<file path="src/payload_signature_scorer_top_macros.svh">
// assertion macros shared by the scorer modules
// each macro expects aclk and aresetn in the scope where it is used
`ifndef PAYLOAD_SIGNATURE_SCORER_TOP_MACROS_SVH
`define PAYLOAD_SIGNATURE_SCORER_TOP_MACROS_SVH

`ifndef SYNTHESIS

// consequent must hold in the same cycle as the antecedent
`define PSS_ASSERT_NOW(label, ante, cons) \
    label: assert property (@(posedge aclk) disable iff (!aresetn) (ante) |-> (cons)) \
        else $error("scorer check failed");

// consequent must hold in the cycle after the antecedent
`define PSS_ASSERT_NEXT(label, ante, cons) \
    label: assert property (@(posedge aclk) disable iff (!aresetn) (ante) |=> (cons)) \
        else $error("scorer check failed");

`else

`define PSS_ASSERT_NOW(label, ante, cons)
`define PSS_ASSERT_NEXT(label, ante, cons)

`endif

`endif

</file>
<file path="src/pss_pkg.sv">
package pss_pkg;

    // window and needle geometry
    localparam int unsigned WINDOW_BYTES = 25;
    localparam int unsigned VIEW_BYTES   = WINDOW_BYTES + 1;
    localparam int unsigned WINDOW_BITS  = WINDOW_BYTES * 8;
    localparam int unsigned VIEW_BITS    = VIEW_BYTES * 8;
    localparam int unsigned NEEDLE_COUNT = 12;

    // configuration register
    localparam int unsigned LIMIT_WIDTH = 20;
    localparam logic [LIMIT_WIDTH-1:0] LIMIT_RESET = LIMIT_WIDTH'(64 * 1024);
    localparam int unsigned APB_ADDR_WIDTH = 3;
    localparam int unsigned APB_DATA_WIDTH = 32;
    localparam logic REG_LARGE_SIZE_LIMIT = 1'b0;

    // score values
    localparam int unsigned SCORE_WIDTH  = 7;
    localparam int unsigned REASON_WIDTH = 4;
    localparam logic [SCORE_WIDTH-1:0] SCORE_MAX         = 7'd100;
    localparam logic [SCORE_WIDTH-1:0] SCORE_HARD_RULE   = 7'd100;
    localparam logic [SCORE_WIDTH-1:0] SCORE_TRAVERSAL   = 7'd45;
    localparam logic [SCORE_WIDTH-1:0] SCORE_AMBIGUITY   = 7'd70;
    localparam logic [SCORE_WIDTH-1:0] SCORE_CONSEQUENCE = 7'd80;
    localparam logic [SCORE_WIDTH-1:0] SCORE_SIGNATURE   = 7'd100;
    localparam logic [SCORE_WIDTH-1:0] SCORE_NOVELTY     = 7'd20;

    // reason bit positions
    localparam int unsigned REASON_TRAVERSAL = 0;
    localparam int unsigned REASON_COMMAND   = 1;
    localparam int unsigned REASON_PROTOCOL  = 2;
    localparam int unsigned REASON_SIGNATURE = 3;

    // needle groups over the found flags
    localparam logic [NEEDLE_COUNT-1:0] GROUP_TRAVERSAL = 12'h007;
    localparam logic [NEEDLE_COUNT-1:0] GROUP_COMMAND   = 12'h078;
    localparam logic [NEEDLE_COUNT-1:0] GROUP_PROTOCOL  = 12'h180;
    localparam logic [NEEDLE_COUNT-1:0] GROUP_SIGNATURE = 12'hE00;

    // needles, right aligned: last character in the low byte
    localparam logic [VIEW_BITS-1:0] NEEDLE_TEXT [NEEDLE_COUNT] = '{
        VIEW_BITS'("../"),
        VIEW_BITS'("..%2f"),
        VIEW_BITS'("%2e%2e"),
        VIEW_BITS'("cmd.exe"),
        VIEW_BITS'("powershell"),
        VIEW_BITS'("/bin/sh"),
        VIEW_BITS'("mshta"),
        VIEW_BITS'("content-length:"),
        VIEW_BITS'("transfer-encoding: chunked"),
        VIEW_BITS'("jndi:ldap"),
        VIEW_BITS'("meterpreter"),
        VIEW_BITS'("mimikatz")
    };

    localparam int unsigned NEEDLE_LEN [NEEDLE_COUNT] = '{
        3, 5, 6, 7, 10, 7, 5, 15, 26, 9, 11, 8
    };

    // byte mask covering the newest len bytes of the view
    function automatic logic [VIEW_BITS-1:0] needle_mask(input int unsigned len);
        logic [VIEW_BITS-1:0] m;
        m = '0;
        for (int unsigned j = 0; j < VIEW_BYTES; j++) begin
            if (j < len) begin
                m[8*j +: 8] = 8'hFF;
            end
        end
        return m;
    endfunction

    typedef struct packed {
        logic [7:0] payload_byte;
        logic       last_byte;
    } pss_item_t;

    typedef struct packed {
        logic [SCORE_WIDTH-1:0]  hard_rule_score;
        logic [SCORE_WIDTH-1:0]  protocol_score;
        logic [SCORE_WIDTH-1:0]  consequence_score;
        logic [SCORE_WIDTH-1:0]  signature_score;
        logic [SCORE_WIDTH-1:0]  novelty_score;
        logic [REASON_WIDTH-1:0] reason_bits;
    } pss_result_t;

endpackage

</file>
<file path="src/pss_regs.sv">
module pss_regs (
    input  logic                                 aclk,
    input  logic                                 aresetn,
    input  logic                                 psel,
    input  logic                                 penable,
    input  logic                                 pwrite,
    input  logic [pss_pkg::APB_ADDR_WIDTH-1:0]   paddr,
    input  logic [pss_pkg::APB_DATA_WIDTH-1:0]   pwdata,
    output logic [pss_pkg::APB_DATA_WIDTH-1:0]   prdata,
    output logic                                 pready,
    output logic [pss_pkg::LIMIT_WIDTH-1:0]      large_size_limit
);

    logic [pss_pkg::LIMIT_WIDTH-1:0] limit_reg;
    logic [pss_pkg::LIMIT_WIDTH-1:0] limit_next;
    logic                            reg_index;

    assign reg_index = paddr[2];
    assign pready    = 1'b1;

    // register write on the access phase
    always_comb begin
        limit_next = limit_reg;
        if (psel && penable && pwrite && pready
                && reg_index == pss_pkg::REG_LARGE_SIZE_LIMIT) begin
            limit_next = pwdata[pss_pkg::LIMIT_WIDTH-1:0];
        end
    end

    always_ff @(posedge aclk) begin
        if (!aresetn) begin
            limit_reg <= pss_pkg::LIMIT_RESET;
        end else begin
            limit_reg <= limit_next;
        end
    end

    // read back
    always_comb begin
        case (reg_index)
            pss_pkg::REG_LARGE_SIZE_LIMIT: begin
                prdata = pss_pkg::APB_DATA_WIDTH'(limit_reg);
            end
            default: begin
                prdata = '0;
            end
        endcase
    end

    assign large_size_limit = limit_reg;

endmodule

</file>
<file path="src/pss_match.sv">
`include "payload_signature_scorer_top_macros.svh"

module pss_match #(
    parameter int COUNT_WIDTH = 21
) (
    input  logic                             aclk,
    input  logic                             aresetn,
    input  logic                             accept,
    input  pss_pkg::pss_item_t               item,
    input  logic [pss_pkg::LIMIT_WIDTH-1:0]  large_size_limit,
    output pss_pkg::pss_result_t             result
);

    localparam int CMP_WIDTH = (COUNT_WIDTH > pss_pkg::LIMIT_WIDTH) ?
                               COUNT_WIDTH : pss_pkg::LIMIT_WIDTH;

    logic [pss_pkg::WINDOW_BITS-1:0]  window_reg;
    logic [pss_pkg::WINDOW_BITS-1:0]  window_next;
    logic [pss_pkg::NEEDLE_COUNT-1:0] found_reg;
    logic [pss_pkg::NEEDLE_COUNT-1:0] found_next;
    logic [COUNT_WIDTH-1:0]           count_reg;
    logic [COUNT_WIDTH-1:0]           count_next;

    logic [7:0]                       folded;
    logic [pss_pkg::VIEW_BITS-1:0]    view;
    logic [pss_pkg::NEEDLE_COUNT-1:0] hit;
    logic                             trav;
    logic                             cmd;
    logic                             proto;
    logic                             sig;
    logic [pss_pkg::SCORE_WIDTH:0]    proto_sum;

    // lowercase only A to Z
    always_comb begin
        folded = item.payload_byte;
        if (item.payload_byte inside {[8'h41:8'h5A]}) begin
            folded = item.payload_byte + 8'h20;
        end
    end

    // newest byte sits in the low byte of the view
    assign view = {window_reg, folded};

    // one comparator per needle over the newest needle-length bytes of the view
    for (genvar k = 0; k < pss_pkg::NEEDLE_COUNT; k++) begin : g_needle
        localparam logic [pss_pkg::VIEW_BITS-1:0] MASK =
            pss_pkg::needle_mask(pss_pkg::NEEDLE_LEN[k]);
        assign hit[k] = ((view ^ pss_pkg::NEEDLE_TEXT[k]) & MASK) == '0;
    end

    // sticky flags and saturating count including this item
    assign found_next = found_reg | hit;
    assign count_next = (&count_reg) ? count_reg : count_reg + 1'b1;
    assign window_next = view[pss_pkg::WINDOW_BITS-1:0];

    always_ff @(posedge aclk) begin
        if (!aresetn) begin
            window_reg <= '0;
            found_reg  <= '0;
            count_reg  <= '0;
        end else if (accept) begin
            if (item.last_byte) begin
                window_reg <= '0;
                found_reg  <= '0;
                count_reg  <= '0;
            end else begin
                window_reg <= window_next;
                found_reg  <= found_next;
                count_reg  <= count_next;
            end
        end
    end

    // group decisions
    assign trav  = (found_next & pss_pkg::GROUP_TRAVERSAL) != '0;
    assign cmd   = (found_next & pss_pkg::GROUP_COMMAND) != '0;
    assign proto = (found_next & pss_pkg::GROUP_PROTOCOL) == pss_pkg::GROUP_PROTOCOL;
    assign sig   = (found_next & pss_pkg::GROUP_SIGNATURE) != '0;

    assign proto_sum = (trav  ? {1'b0, pss_pkg::SCORE_TRAVERSAL} : '0)
                     + (proto ? {1'b0, pss_pkg::SCORE_AMBIGUITY} : '0);

    // scores for the payload that ends with this item
    always_comb begin
        result.hard_rule_score   = (trav || cmd) ? pss_pkg::SCORE_HARD_RULE : '0;
        result.protocol_score    = (proto_sum > {1'b0, pss_pkg::SCORE_MAX}) ?
                                   pss_pkg::SCORE_MAX :
                                   proto_sum[pss_pkg::SCORE_WIDTH-1:0];
        result.consequence_score = cmd ? pss_pkg::SCORE_CONSEQUENCE : '0;
        result.signature_score   = sig ? pss_pkg::SCORE_SIGNATURE : '0;
        result.novelty_score     = (CMP_WIDTH'(count_next) > CMP_WIDTH'(large_size_limit)) ?
                                   pss_pkg::SCORE_NOVELTY : '0;
        result.reason_bits = '0;
        result.reason_bits[pss_pkg::REASON_TRAVERSAL] = trav;
        result.reason_bits[pss_pkg::REASON_COMMAND]   = cmd;
        result.reason_bits[pss_pkg::REASON_PROTOCOL]  = proto;
        result.reason_bits[pss_pkg::REASON_SIGNATURE] = sig;
    end

    // payload state is empty after the last item
    `PSS_ASSERT_NEXT(a_clear_after_last, accept && item.last_byte,
                     found_reg == '0 && count_reg == '0 && window_reg == '0)
    // an accepted non-last item always leaves a nonzero count
    `PSS_ASSERT_NEXT(a_count_moves, accept && !item.last_byte, count_reg != '0)

endmodule

</file>
<file path="src/payload_signature_scorer_top.sv">
// Payload signature scorer. Payload bytes enter on s_item one per clock;
// every byte is case folded and checked together with the 25 bytes before
// it against twelve fixed needles combinationally, so the sustained rate is
// one byte per clock. The item marked last_byte produces one result in the
// output register, visible on m_item the cycle after it is accepted. The only
// input stall comes from that output register: s_ready is low while a result
// waits and m_ready is low. large_size_limit (APB offset 0x0, reset 65536)
// sets the byte count above which the novelty score is raised.
`include "payload_signature_scorer_top_macros.svh"

module payload_signature_scorer_top #(
    parameter int COUNT_WIDTH = 21
) (
    input  logic                                 aclk,
    input  logic                                 aresetn,
    input  logic                                 s_valid,
    output logic                                 s_ready,
    input  pss_pkg::pss_item_t                   s_item,
    output logic                                 m_valid,
    input  logic                                 m_ready,
    output pss_pkg::pss_result_t                 m_item,
    input  logic                                 psel,
    input  logic                                 penable,
    input  logic                                 pwrite,
    input  logic [pss_pkg::APB_ADDR_WIDTH-1:0]   paddr,
    input  logic [pss_pkg::APB_DATA_WIDTH-1:0]   pwdata,
    output logic [pss_pkg::APB_DATA_WIDTH-1:0]   prdata,
    output logic                                 pready
);

    logic                            s_accept;
    logic [pss_pkg::LIMIT_WIDTH-1:0] large_size_limit;
    pss_pkg::pss_result_t            result;
    pss_pkg::pss_result_t            m_item_reg;
    logic                            m_valid_reg;
    logic                            m_valid_next;

    // configuration registers
    pss_regs u_regs (
        .aclk             (aclk),
        .aresetn          (aresetn),
        .psel             (psel),
        .penable          (penable),
        .pwrite           (pwrite),
        .paddr            (paddr),
        .pwdata           (pwdata),
        .prdata           (prdata),
        .pready           (pready),
        .large_size_limit (large_size_limit)
    );

    assign s_ready  = !m_valid_reg || m_ready;
    assign s_accept = s_valid && s_ready;

    // window, needle compare and scoring
    pss_match #(
        .COUNT_WIDTH (COUNT_WIDTH)
    ) u_match (
        .aclk             (aclk),
        .aresetn          (aresetn),
        .accept           (s_accept),
        .item             (s_item),
        .large_size_limit (large_size_limit),
        .result           (result)
    );

    // output register
    always_comb begin
        m_valid_next = m_valid_reg;
        if (s_accept && s_item.last_byte) begin
            m_valid_next = 1'b1;
        end else if (m_ready) begin
            m_valid_next = 1'b0;
        end
    end

    always_ff @(posedge aclk) begin
        if (!aresetn) begin
            m_valid_reg <= 1'b0;
        end else begin
            m_valid_reg <= m_valid_next;
        end
    end

    always_ff @(posedge aclk) begin
        if (s_accept && s_item.last_byte) begin
            m_item_reg <= result;
        end
    end

    assign m_valid = m_valid_reg;
    assign m_item  = m_item_reg;

    // a last item always leaves a result behind
    `PSS_ASSERT_NEXT(a_last_gives_result, s_accept && s_item.last_byte, m_valid)
    // hard rule score follows the traversal and command reasons
    `PSS_ASSERT_NOW(a_hard_rule_reason, m_valid,
                    (m_item.hard_rule_score != '0) ==
                    (m_item.reason_bits[pss_pkg::REASON_TRAVERSAL] ||
                     m_item.reason_bits[pss_pkg::REASON_COMMAND]))
    // protocol score follows the traversal and ambiguity reasons
    `PSS_ASSERT_NOW(a_protocol_reason, m_valid,
                    (m_item.protocol_score != '0) ==
                    (m_item.reason_bits[pss_pkg::REASON_TRAVERSAL] ||
                     m_item.reason_bits[pss_pkg::REASON_PROTOCOL]))

endmodule

</file>
<file path="config.mk">
export PLATFORM = sky130hd
export DESIGN_NAME = payload_signature_scorer_top
export DESIGN_NICKNAME = d
export VERILOG_FILES = /design/src/pss_pkg.sv /design/src/pss_regs.sv /design/src/pss_match.sv /design/src/payload_signature_scorer_top.sv
export VERILOG_INCLUDE_DIRS = /design/src /design/src/src
export SDC_FILE = /design/constraint.sdc
export NUM_CORES = 1
export LEC_CHECK = 0
export ABC_AREA = 1
export BUFFER_PORTS_ARGS = -buffer_cell sky130_fd_sc_hd__buf_2
export CAP_MARGIN = 10
export CORE_ASPECT_RATIO = 2
export CORE_MARGIN = 5
export CORE_UTILIZATION = 52
export DETAILED_ROUTE_END_ITERATION = 8
export GPL_TIMING_DRIVEN = 0
export PLACE_DENSITY = 0.71
export SLEW_MARGIN = 20
export SYNTH_ARGS = -nofsm -noshare
export SYNTH_HDL_FRONTEND = slang
export SYNTH_SLANG_ARGS = --single-unit
</file>
<file path="constraint.sdc">
create_clock -name aclk -period 8.1 [get_ports aclk]
set_clock_uncertainty 0.2 [all_clocks]
set_input_delay 1.62 -clock aclk [delete_from_list [all_inputs] [get_ports aclk]]
set_output_delay 1.62 -clock aclk [all_outputs]
set_load 0.02 [all_outputs]
</file>
==> results of run 1 <==
## worst max-delay path, cell delays in order
cell and delay, ns:
buf_2 0.10, clkbuf_1 0.35, nor2_1 0.10, buf_2 0.17
## through the flow
| step | utilization [%] | hold WS (ns) | total power, mW | setup slack [ns] | std cells |
|---|---|---|---|---|---|
| 6_report | 59.6 | 0.251 | 2.68 | 3.94 | 2384 |
| 4_1_cts | 59.6 | 0.253 | 2.70 | 3.89 | 2384 |
| 2_1_floorplan | - | 0.227 | 1.49 | 4.16 | 1927 |
| 3_3_place_gp | 56.3 | 0.234 | 1.55 | 3.91 | 2338 |
| 3_5_place_dp | 56.3 | 0.243 | 1.55 | 3.89 | 2338 |
| 5_1_grt | 59.6 | 0.271 | 2.77 | 3.80 | 2384 |
## cell usage after synthesis (all sizes together)
cell type / number / area (um^2)
nor4: 4 / 25.0
clkbuf: 62 / 233
xnor2: 3 / 26.3
or2: 1 / 6.26
o21bai: 1 / 7.51
o21ai: 33 / 165
nor3b: 5 / 48.8
and2: 2 / 15.0
ha: 25 / 313
a211oi: 1 / 7.51
nor2: 184 / 716
xor2: 14 / 123
a21oi: 259 / 1310
nand4: 39 / 250
buf: 62 / 407
nor3: 50 / 255
nand3: 63 / 330
nand3b: 4 / 30.0
conb: 2 / 7.51
nand2: 647 / 2440
edfxtp: 13 / 390
o211ai: 1 / 7.51
dfxtp: 254 / 5080
a221oi: 1 / 8.76
and3: 2 / 12.5
inv: 166 / 623
## per-layer routing
metal / GRT usage (%) / vias up / wire length [um]
li1: - / 6266 / -
met1: 24.2 / 5604 / 12800
met2: 53.7 / 349 / 21000
met3: 3.68 / 150 / 1630
met4: 20.7 / 0 / 3360
met5: 0 / - / 0
## cell families after synthesis
| logic type | synth area share [%] |
|---|---|
| xor gates and xnor gates | 1.16 |
| other | 0.0585 |
| buffers and inverters | 9.83 |
| and+or+nand+nor | 32.2 |
| adders and majority gates | 2.44 |
| AOI/OAI and AO/OA | 11.7 |
| DFF | 42.6 |
## worst paths after layout
kind,startpoint,endpoint,cells past startpoint
setup / recovery,paddr[2],prdata[0],4
hold / removal,u_match.found_reg[6],u_match.found_reg[6],2
setup reg to reg,u_match.count_reg[0],m_item[6],17
hold reg to reg,u_match.found_reg[6],u_match.found_reg[6],2
## power breakdown
group	leakage (nW)	switching, mW	internal [mW]
registers	2.17	0.00626	1.33
clock network	0.397	0.520	0.641
logic	2.80	0.133	0.0512
## layout make-up
type | count | area, um^2
tap | 332 | 415
multi-input combinational | 1370 | 6210
timing repair buffer | 79 | 395
fill | 2392 | 9870
inverter | 166 | 623
clock inverter | 12 | 95.1
buffer | 124 | 639
clock buffer | 34 | 699
sequential | 267 | 5480
==> metrics.cfg, run 1 <==
[cells_and_area]
final_common_cell=nand2_1
final_cell_area_um2=14600
final_cell_mix=nand2_1, a21oi_1, dfxtp_1
final_nets=2109
drive_gt1_share_pct=9.89
synthToLayoutAreaGrowth_pct=13.3
largest_reg_flops=200
n_antenna_cell=0

[sta]
report.final.slew_viol_count=0
fin_crit_ns=4.16
grt_setup_unrepaired=false
tns_ns=0
finalHoldViolCount=0
worst_pin_slew_ns=0.976
post-route-period-util_pct=51.4
max_freq_ghz=0.240
finalSetupViolations=0
slew-limit-headroom_pct=34.7

[floorplan]
rows=81
die_area_um2=28100
core-area_um2=24400
fp.dieW_um=121
pin_count=125
fp.dieH_um=232
start_util_pct=52.6

[clock_network]
cts.htree.levels=1
cts_hold_buf=0
clk_latency_ns=0.54
post_cts_buffers=0
cts_tree=built
cts_root_buf=clkbuf_16
cts-resized-gates=0
clockBufferDepth=3
clock_sinks=267
cts_buffers=25
path_clk_slew_ns=0.06

[critical_path]
r2r_slack_ns=4.76
worstPathArrival_ns=2.34
required_ns=6.28
cp-start-kind=input port
cp_max_fo=10
worstSetupPathType=in2out
end_kind=output port

[routing]
drt_first_pass_iters=5
vias=12400
via_per_inst=5.19
drc=0
wl_per_cell_um=16.3
drt_iter0_drc=706
final_antenna_net_count=0
wl_um=38800

[worst_hold_path]
hold_class=reg2reg

[yosys]
synth-seq-cells=267
ys_warn_count=0
syn_area_per_cell_um2=6.77
ys_seq_area_share_pct=42.6
synth_area_um2=12800
syn_inst=1898
synth.distinct_cells=39

[pwr]
pwr_density_cell_nw_per_um2=184
vdd_drop_max_v=0.000178
leakage_nw=5.37

[placement]
place.gp.congestion=1.05
io_buffers=79
postPlaceCellArea_um2=13800
dp_hpwl_um=30800

[global_route]
grt_pass1_vias=12000
gr-total-overflow=0
antenna_found_initial=0
grt_pass1_wl_um=60400
grtUsageTotal_pct=27.3
grt_max_degree=16

[run_status]
status=finished, final reports clean

[run]
drv_cap=0

Note: power is estimated with default switching activity, not from simulation.
==> inputs of run 2 (changes only) <==
Settings changed: ABC_AREA 1 to 0, PLACE_DENSITY 0.71 to 0.72.
Clock period 8.1 ns to 4.25 ns, I/O delays scaled along.
==> metrics.cfg, run 2 <==
[sta]
finalHoldViolCount=0  ; unchanged
finalSetupViolations=0  ; unchanged
worst_pin_slew_ns=0.990  ; +0.0148 ns
slew-limit-headroom_pct=34.0  ; -0.75 points
tns_ns=0  ; unchanged
report.final.slew_viol_count=0  ; unchanged
post-route-period-util_pct=93.9
timing.hold.ws_ns=0.254  ; +0.00260 ns
max_freq_ghz=0.251
grt_setup_unrepaired=false
fin_crit_ns=3.99

[yosys]
synth_flop_cell=dfxtp_1
ys_warn_count=0  ; unchanged
synth-seq-cells=267  ; unchanged
synth.most_common_cell=dfxtp_1
async_flop_share_pct=0  ; unchanged
syn_inst=1613  ; -15%
synth_edf_count=13  ; unchanged
yosys.area.top_type=dfxtp_1
synth_commonest_cells=dfxtp_1, a21oi_1, nand2_1
synth.distinct_cells=66  ; +69%
syn_area_per_cell_um2=7.89  ; +17%
netlist_top_cells_area=dfxtp_1, a21oi_1, nand3_1
synth_fa_ha_area_share_pct=2.46  ; +0.021 points
synthMuxAreaShare_pct=0.256  ; +0.26 points
synthSimpleGateAreaFrac_pct=32.9  ; +0.72 points
synthXorXnorAreaFrac_pct=1.24  ; +0.079 points
ys_seq_area_share_pct=43.0  ; +0.37 points
yosys.area.top_type_share_pct=39.9  ; +0.35 points
synth_top_family_by_area=simple AND/OR/NAND/NOR gates
synth_area_um2=12700  ; -0.87%
synth_compound_area_share_pct=13.5  ; +1.8 points

[critical_path]
r2r_slack_ns=0.26  ; -4.50 ns
timing.rr.start=u_match.count_reg[0]
worstPathArrival_ns=4.06  ; +1.72 ns
rr_endpoint=m_item[6]
cp-start-kind=register
required_ns=4.31  ; -1.97 ns
slowest_stage=or4_1
path_cells=ha_2 -> and2_1 -> nor4b_2 -> nand2_2 -> buf_2 -> nand3_1 -> xnor2_1 -> ha_1 -> and4_1 -> nand3_1 -> or4_1 -> a211oi_1 -> o21ai_0
cp_max_fo=10  ; unchanged
end_kind=register
path_common_cell=nand3_1
reg2reg_depth=13  ; -4
slowest_delay_ns=0.56  ; +0.21 ns
worstSetupPathType=reg2reg

[pwr]
leakage_nw=5.23  ; -2.6%
vdd_drop_max_v=0.000320  ; +80%
pwr_density_cell_nw_per_um2=375  ; +100%

[routing]
wl_um=43500  ; +12%
via_per_inst=5.98  ; +15%
vias=12300  ; -0.74%
drt_first_pass_iters=5  ; unchanged
drt_iter0_drc=746  ; +5.7%
wl_per_cell_um=21.2  ; +30%
drc=0  ; unchanged
final_antenna_net_count=0  ; unchanged

[clock_network]
clock_sinks=267  ; unchanged
cts_root_buf=clkbuf_16
cts_buffers=25  ; unchanged
clockBufferDepth=3  ; unchanged
path_clk_slew_ns=0.06  ; about the same
cts_tree=built
clk_latency_ns=0.55  ; about the same
cts.htree.levels=1  ; unchanged

[floorplan]
start_util_pct=52.3  ; -0.24 points
fp.dieW_um=121  ; -0.40%
core-area_um2=24300  ; -0.42%
fp.dieH_um=231  ; -0.42%
rows=81  ; unchanged
pin_count=125  ; unchanged
die_area_um2=27900  ; -0.81%

[run_status]
status=finished, final reports clean

[worst_hold_path]
min_to=u_match.window_reg[197]
hold_class=reg2reg
hold_path_startpoint=u_match.window_reg[197]
hold_depth=2  ; unchanged

[cells_and_area]
filler_cell_count=2308  ; -3.5%
final_nets=1819  ; -14%
largest_reg_flops=200  ; unchanged
n_antenna_cell=0  ; unchanged
final_common_cell=dfxtp_1
final_cell_mix=dfxtp_1, a21oi_1, nand2_1
drive_gt1_share_pct=10.6  ; +0.72 points
synthToLayoutAreaGrowth_pct=14.2

[run]
drv_cap=0  ; unchanged

[global_route]
grtUsageTotal_pct=30.7  ; +3.4 points
antenna_found_initial=1  ; +1
grt_max_degree=16  ; unchanged
grt_pass1_vias=12200  ; +1.5%
gr-total-overflow=0  ; unchanged
grt_pass1_wl_um=66900  ; +11%

[placement]
io_buffers=75  ; -5.1%
place.gp.congestion=1.15  ; +9.9%
dp_hpwl_um=33200  ; +7.8%

[run 2: cells by family after synthesis]
logic type | count (synthesis)
flops | 267
simple gates | 803
mux | 3
other cells | 2
buf+inv | 183
xor+xnor | 18
fa+ha+maj | 25
compound gates | 312
[run 2: worst max path at each step]
| stage | start | end | slack (ns) | cells after the start |
|---|---|---|---|---|
| 5_1_grt | u_match.count_reg[0] | m_item[6] | 0.03 | 13 |
| 4_1_cts | u_match.count_reg[0] | m_item[6] | 0.02 | 14 |
| 6_report | u_match.count_reg[0] | m_item[6] | 0.26 | 13 |
| 3_5_place_dp | u_match.count_reg[0] | m_item[6] | -0.09 | 14 |
| 2_1_floorplan | u_match.count_reg[0] | m_item[6] | 0.52 | 14 |
| 3_3_place_gp | u_match.count_reg[0] | m_item[6] | -0.11 | 14 |
[run 2: metal layers]
layer | share of wire [%] | global-route usage [%] | up-vias
met5 | 0.028 | 0 | -
met4 | 8.8 | 22.6 | 2
met3 | 4.8 | 4.42 | 184
met2 | 54 | 58.8 | 423
met1 | 32 | 28.7 | 5766
li1 | - | - | 5903
[run 2: layout make-up]
type	count	area (um^2)	share of cell area, %
clock buffer	36	747	5.14
buffer	154	732	5.03
inverter	28	105	0.723
timing repair buffer	75	375	2.58
multi-input combinational	1192	6560	45.1
tap	290	363	2.50
clock inverter	10	181	1.25
sequential	267	5480	37.7
[run 2: repair_timing]
action	CTS	global route
setup buffers	0	0
pin swaps	0	0
hold buffers	0	0
endpoints found under the setup margin	1	1
resized for setup	1	4
[run 2: worst max-delay path: cells and delay by family (launching register included)]
family                     cells  cell delay [ns]
and+or+nand+nor                7             1.67
adders and majority gates      2             0.63
DFF                            1             0.50
AOI/OAI and AO/OA              2             0.37
buffers and inverters          1             0.24
xor gates and xnor gates       1             0.07
[run 2: per-stage QoR]
stage / worst slack, ns / instance area (um^2) / std cells / total power, mW / utilization (%)
floorplan: 0.518 / 12800 / 1642 / 2.85 / -
global placement: -0.112 / 13600 / 2007 / 2.98 / 55.8
detailed placement: -0.0921 / 13600 / 2007 / 2.99 / 55.8
CTS: 0.0185 / 14500 / 2053 / 5.48 / 59.7
global route: 0.0349 / 14500 / 2052 / 5.62 / 59.8
finish: 0.258 / 14500 / 2052 / 5.46 / 59.8
[run 2: where the power goes]
part | internal (mW) | switching, mW | leakage, nW
logic | 0.0963 | 0.291 | 2.60
registers | 2.53 | 0.0154 | 2.17
clock network | 1.53 | 0.996 | 0.456
==> inputs of run 3 (changes only) <==
Settings changed: MAX_ROUTING_LAYER set to met4.
==> metrics.cfg, run 3 (synthesis results as in run 2) <==
[cells_and_area]
final_cell_area_um2=14400  ; -1.2%
final_nets=1819  ; unchanged
synthToLayoutAreaGrowth_pct=12.9
multi_input_area_um2=6550  ; -0.23%
largest_reg_flops=200  ; unchanged
final_cell_mix=dfxtp_1, a21oi_1, nand2_1
filler_cell_count=2285  ; -1.0%
regArea_um2=5480  ; about the same
drive_gt1_share_pct=10.2  ; -0.44 points
final_common_cell=dfxtp_1
instances_no_fill=2050  ; -0.097%
n_antenna_cell=0  ; unchanged

[sta]
worst_pin_slew_ns=1.19  ; +0.197 ns
finalSetupViolations=0  ; unchanged
report.final.slew_viol_count=0  ; unchanged
slew-limit-headroom_pct=20.1  ; -14 points
timing.hold.ws_ns=0.254  ; -0.000324 ns
finalHoldViolCount=0  ; unchanged
fin_ws_ns=0.278  ; +0.0200 ns
max_freq_ghz=0.252  ; +0.50%
grt_setup_unrepaired=false
post-route-period-util_pct=93.5  ; -0.47 points
tns_ns=0  ; unchanged
fin_crit_ns=3.97  ; -0.0200 ns

[pwr]
pwr_density_cell_nw_per_um2=357  ; -5.0%
leakage_nw=5.16  ; -1.4%
vdd_drop_max_v=0.000320  ; about the same

[routing]
via_per_inst=5.99  ; +0.15%
drt_first_pass_iters=5  ; unchanged
drt_iter0_drc=765  ; +2.5%
final_antenna_net_count=0  ; unchanged
wl_um=43200  ; -0.70%
vias=12300  ; +0.049%
wl_per_cell_um=21.1  ; -0.60%
drc=0  ; unchanged

[global_route]
antenna_found_initial=0  ; -1
grtUsageTotal_pct=31.3  ; +0.60 points
gr-total-overflow=0  ; unchanged
grt_max_degree=16  ; unchanged
grt_pass1_vias=12100  ; -0.59%
grt_pass1_wl_um=66200  ; -1.1%

[critical_path]
slowest_delay_ns=0.56  ; about the same
worstPathArrival_ns=4.04  ; -0.02 ns
path_cells=ha_2 -> and2_1 -> nor4b_2 -> nand2_1 -> nand2_2 -> nor2_1 -> xnor2_1 -> ha_1 -> and4_1 -> nand3_1 -> or4_1 -> a211oi_1 -> o21ai_0
required_ns=4.31  ; about the same
worstSetupPathType=reg2reg
timing.rr.start=u_match.count_reg[1]
cp_max_fo=8  ; -2
reg2reg_depth=13  ; unchanged
cp-start-kind=register
rr_endpoint=m_item[6]
r2r_slack_ns=0.28  ; +0.02 ns
slowest_stage=or4_1
end_kind=register

[floorplan]
fp.dieW_um=121  ; unchanged
core-area_um2=24300  ; unchanged
die_area_um2=27900  ; unchanged
fp.dieH_um=231  ; unchanged
rows=81  ; unchanged
start_util_pct=52.3  ; unchanged
pin_count=125  ; unchanged

[worst_hold_path]
hold_class=reg2reg
min_to=u_regs.large_size_limit[13]
hold_depth=2  ; unchanged
hold_path_startpoint=u_regs.large_size_limit[13]

[placement]
io_buffers=75  ; unchanged
placed_cells=2007  ; unchanged
dp_hpwl_um=33200  ; about the same
place.gp.congestion=1.09  ; -5.6%
postPlaceCellArea_um2=13600  ; unchanged
dpl_worst_slack_ns=-0.164  ; -0.0718 ns

[clock_network]
cts_tree=built
cts_buffers=25  ; unchanged
cts_root_buf=clkbuf_16
clockBufferDepth=3  ; unchanged
post_cts_buffers=0  ; unchanged
cts.htree.levels=1  ; unchanged
cts_hold_buf=0  ; unchanged
clk_latency_ns=0.55  ; about the same
path_clk_slew_ns=0.07  ; about the same
clock_sinks=267  ; unchanged

[run_status]
status=finished, final reports clean

[run]
drv_cap=0  ; unchanged

==> run 3: area by class of cell <==
type	instances	area share (%)
plain buffers	154	5.09
inverters	28	0.731
flip-flops and latches	267	38.1
clock inverters	9	0.549
clock buffers	35	4.82
multi-input cells	1192	45.6
repair buffers	75	2.61
well taps	290	2.53
==> run 3: repair_timing <==
item	in CTS	in global routing
setup endpoints to repair	1	1
pin swaps	0	0
gates resized for setup	2	3
==> run 3: metal layers <==
metal	track usage (%)	vias to the layer above	part of all wire [%]
met5	-	-	0
met4	23.9	0	9.0
met2	58.0	426	54
met3	3.52	184	3.8
met1	28.6	5755	33
li1	-	5919	-
==> run 3: worst max-delay path, delay by kind of cell (launching register included) <==
family	cells	cell delay (ns)
and+or+nand+nor	8	1.90
adders and majority gates	2	0.64
DFF	1	0.44
AOI/OAI and AO/OA	2	0.37
xor gates and xnor gates	1	0.13
==> run 3: power breakdown <==
| group | total (mW) | internal [mW] | switching [mW] |
|---|---|---|---|
| clock | 2.19 | 1.20 | 0.988 |
| combinational | 0.386 | 0.0960 | 0.290 |
| sequential | 2.55 | 2.53 | 0.0159 |
| total | 5.13 | 3.83 | 1.29 |
==> run 3: metrics by stage <==
step           utilization [%]  power, mW
5_1_grt                   59.1       5.29
3_3_place_gp              55.8       2.98
3_5_place_dp              55.8       2.99
4_1_cts                   59.0       5.15
6_report                  59.1       5.13
2_1_floorplan                -       2.85
==> run 3: how the worst max path moves through the flow <==
stage / startpoint / to / cells after the start
final: u_match.count_reg[1] / m_item[6] / 13
after global routing: u_match.count_reg[1] / m_item[6] / 13
after CTS: u_match.count_reg[0] / m_item[6] / 14
after detailed placement: u_match.count_reg[0] / m_item[6] / 14
after global placement: u_match.count_reg[0] / m_item[6] / 14
after floorplan: u_match.count_reg[0] / m_item[6] / 14
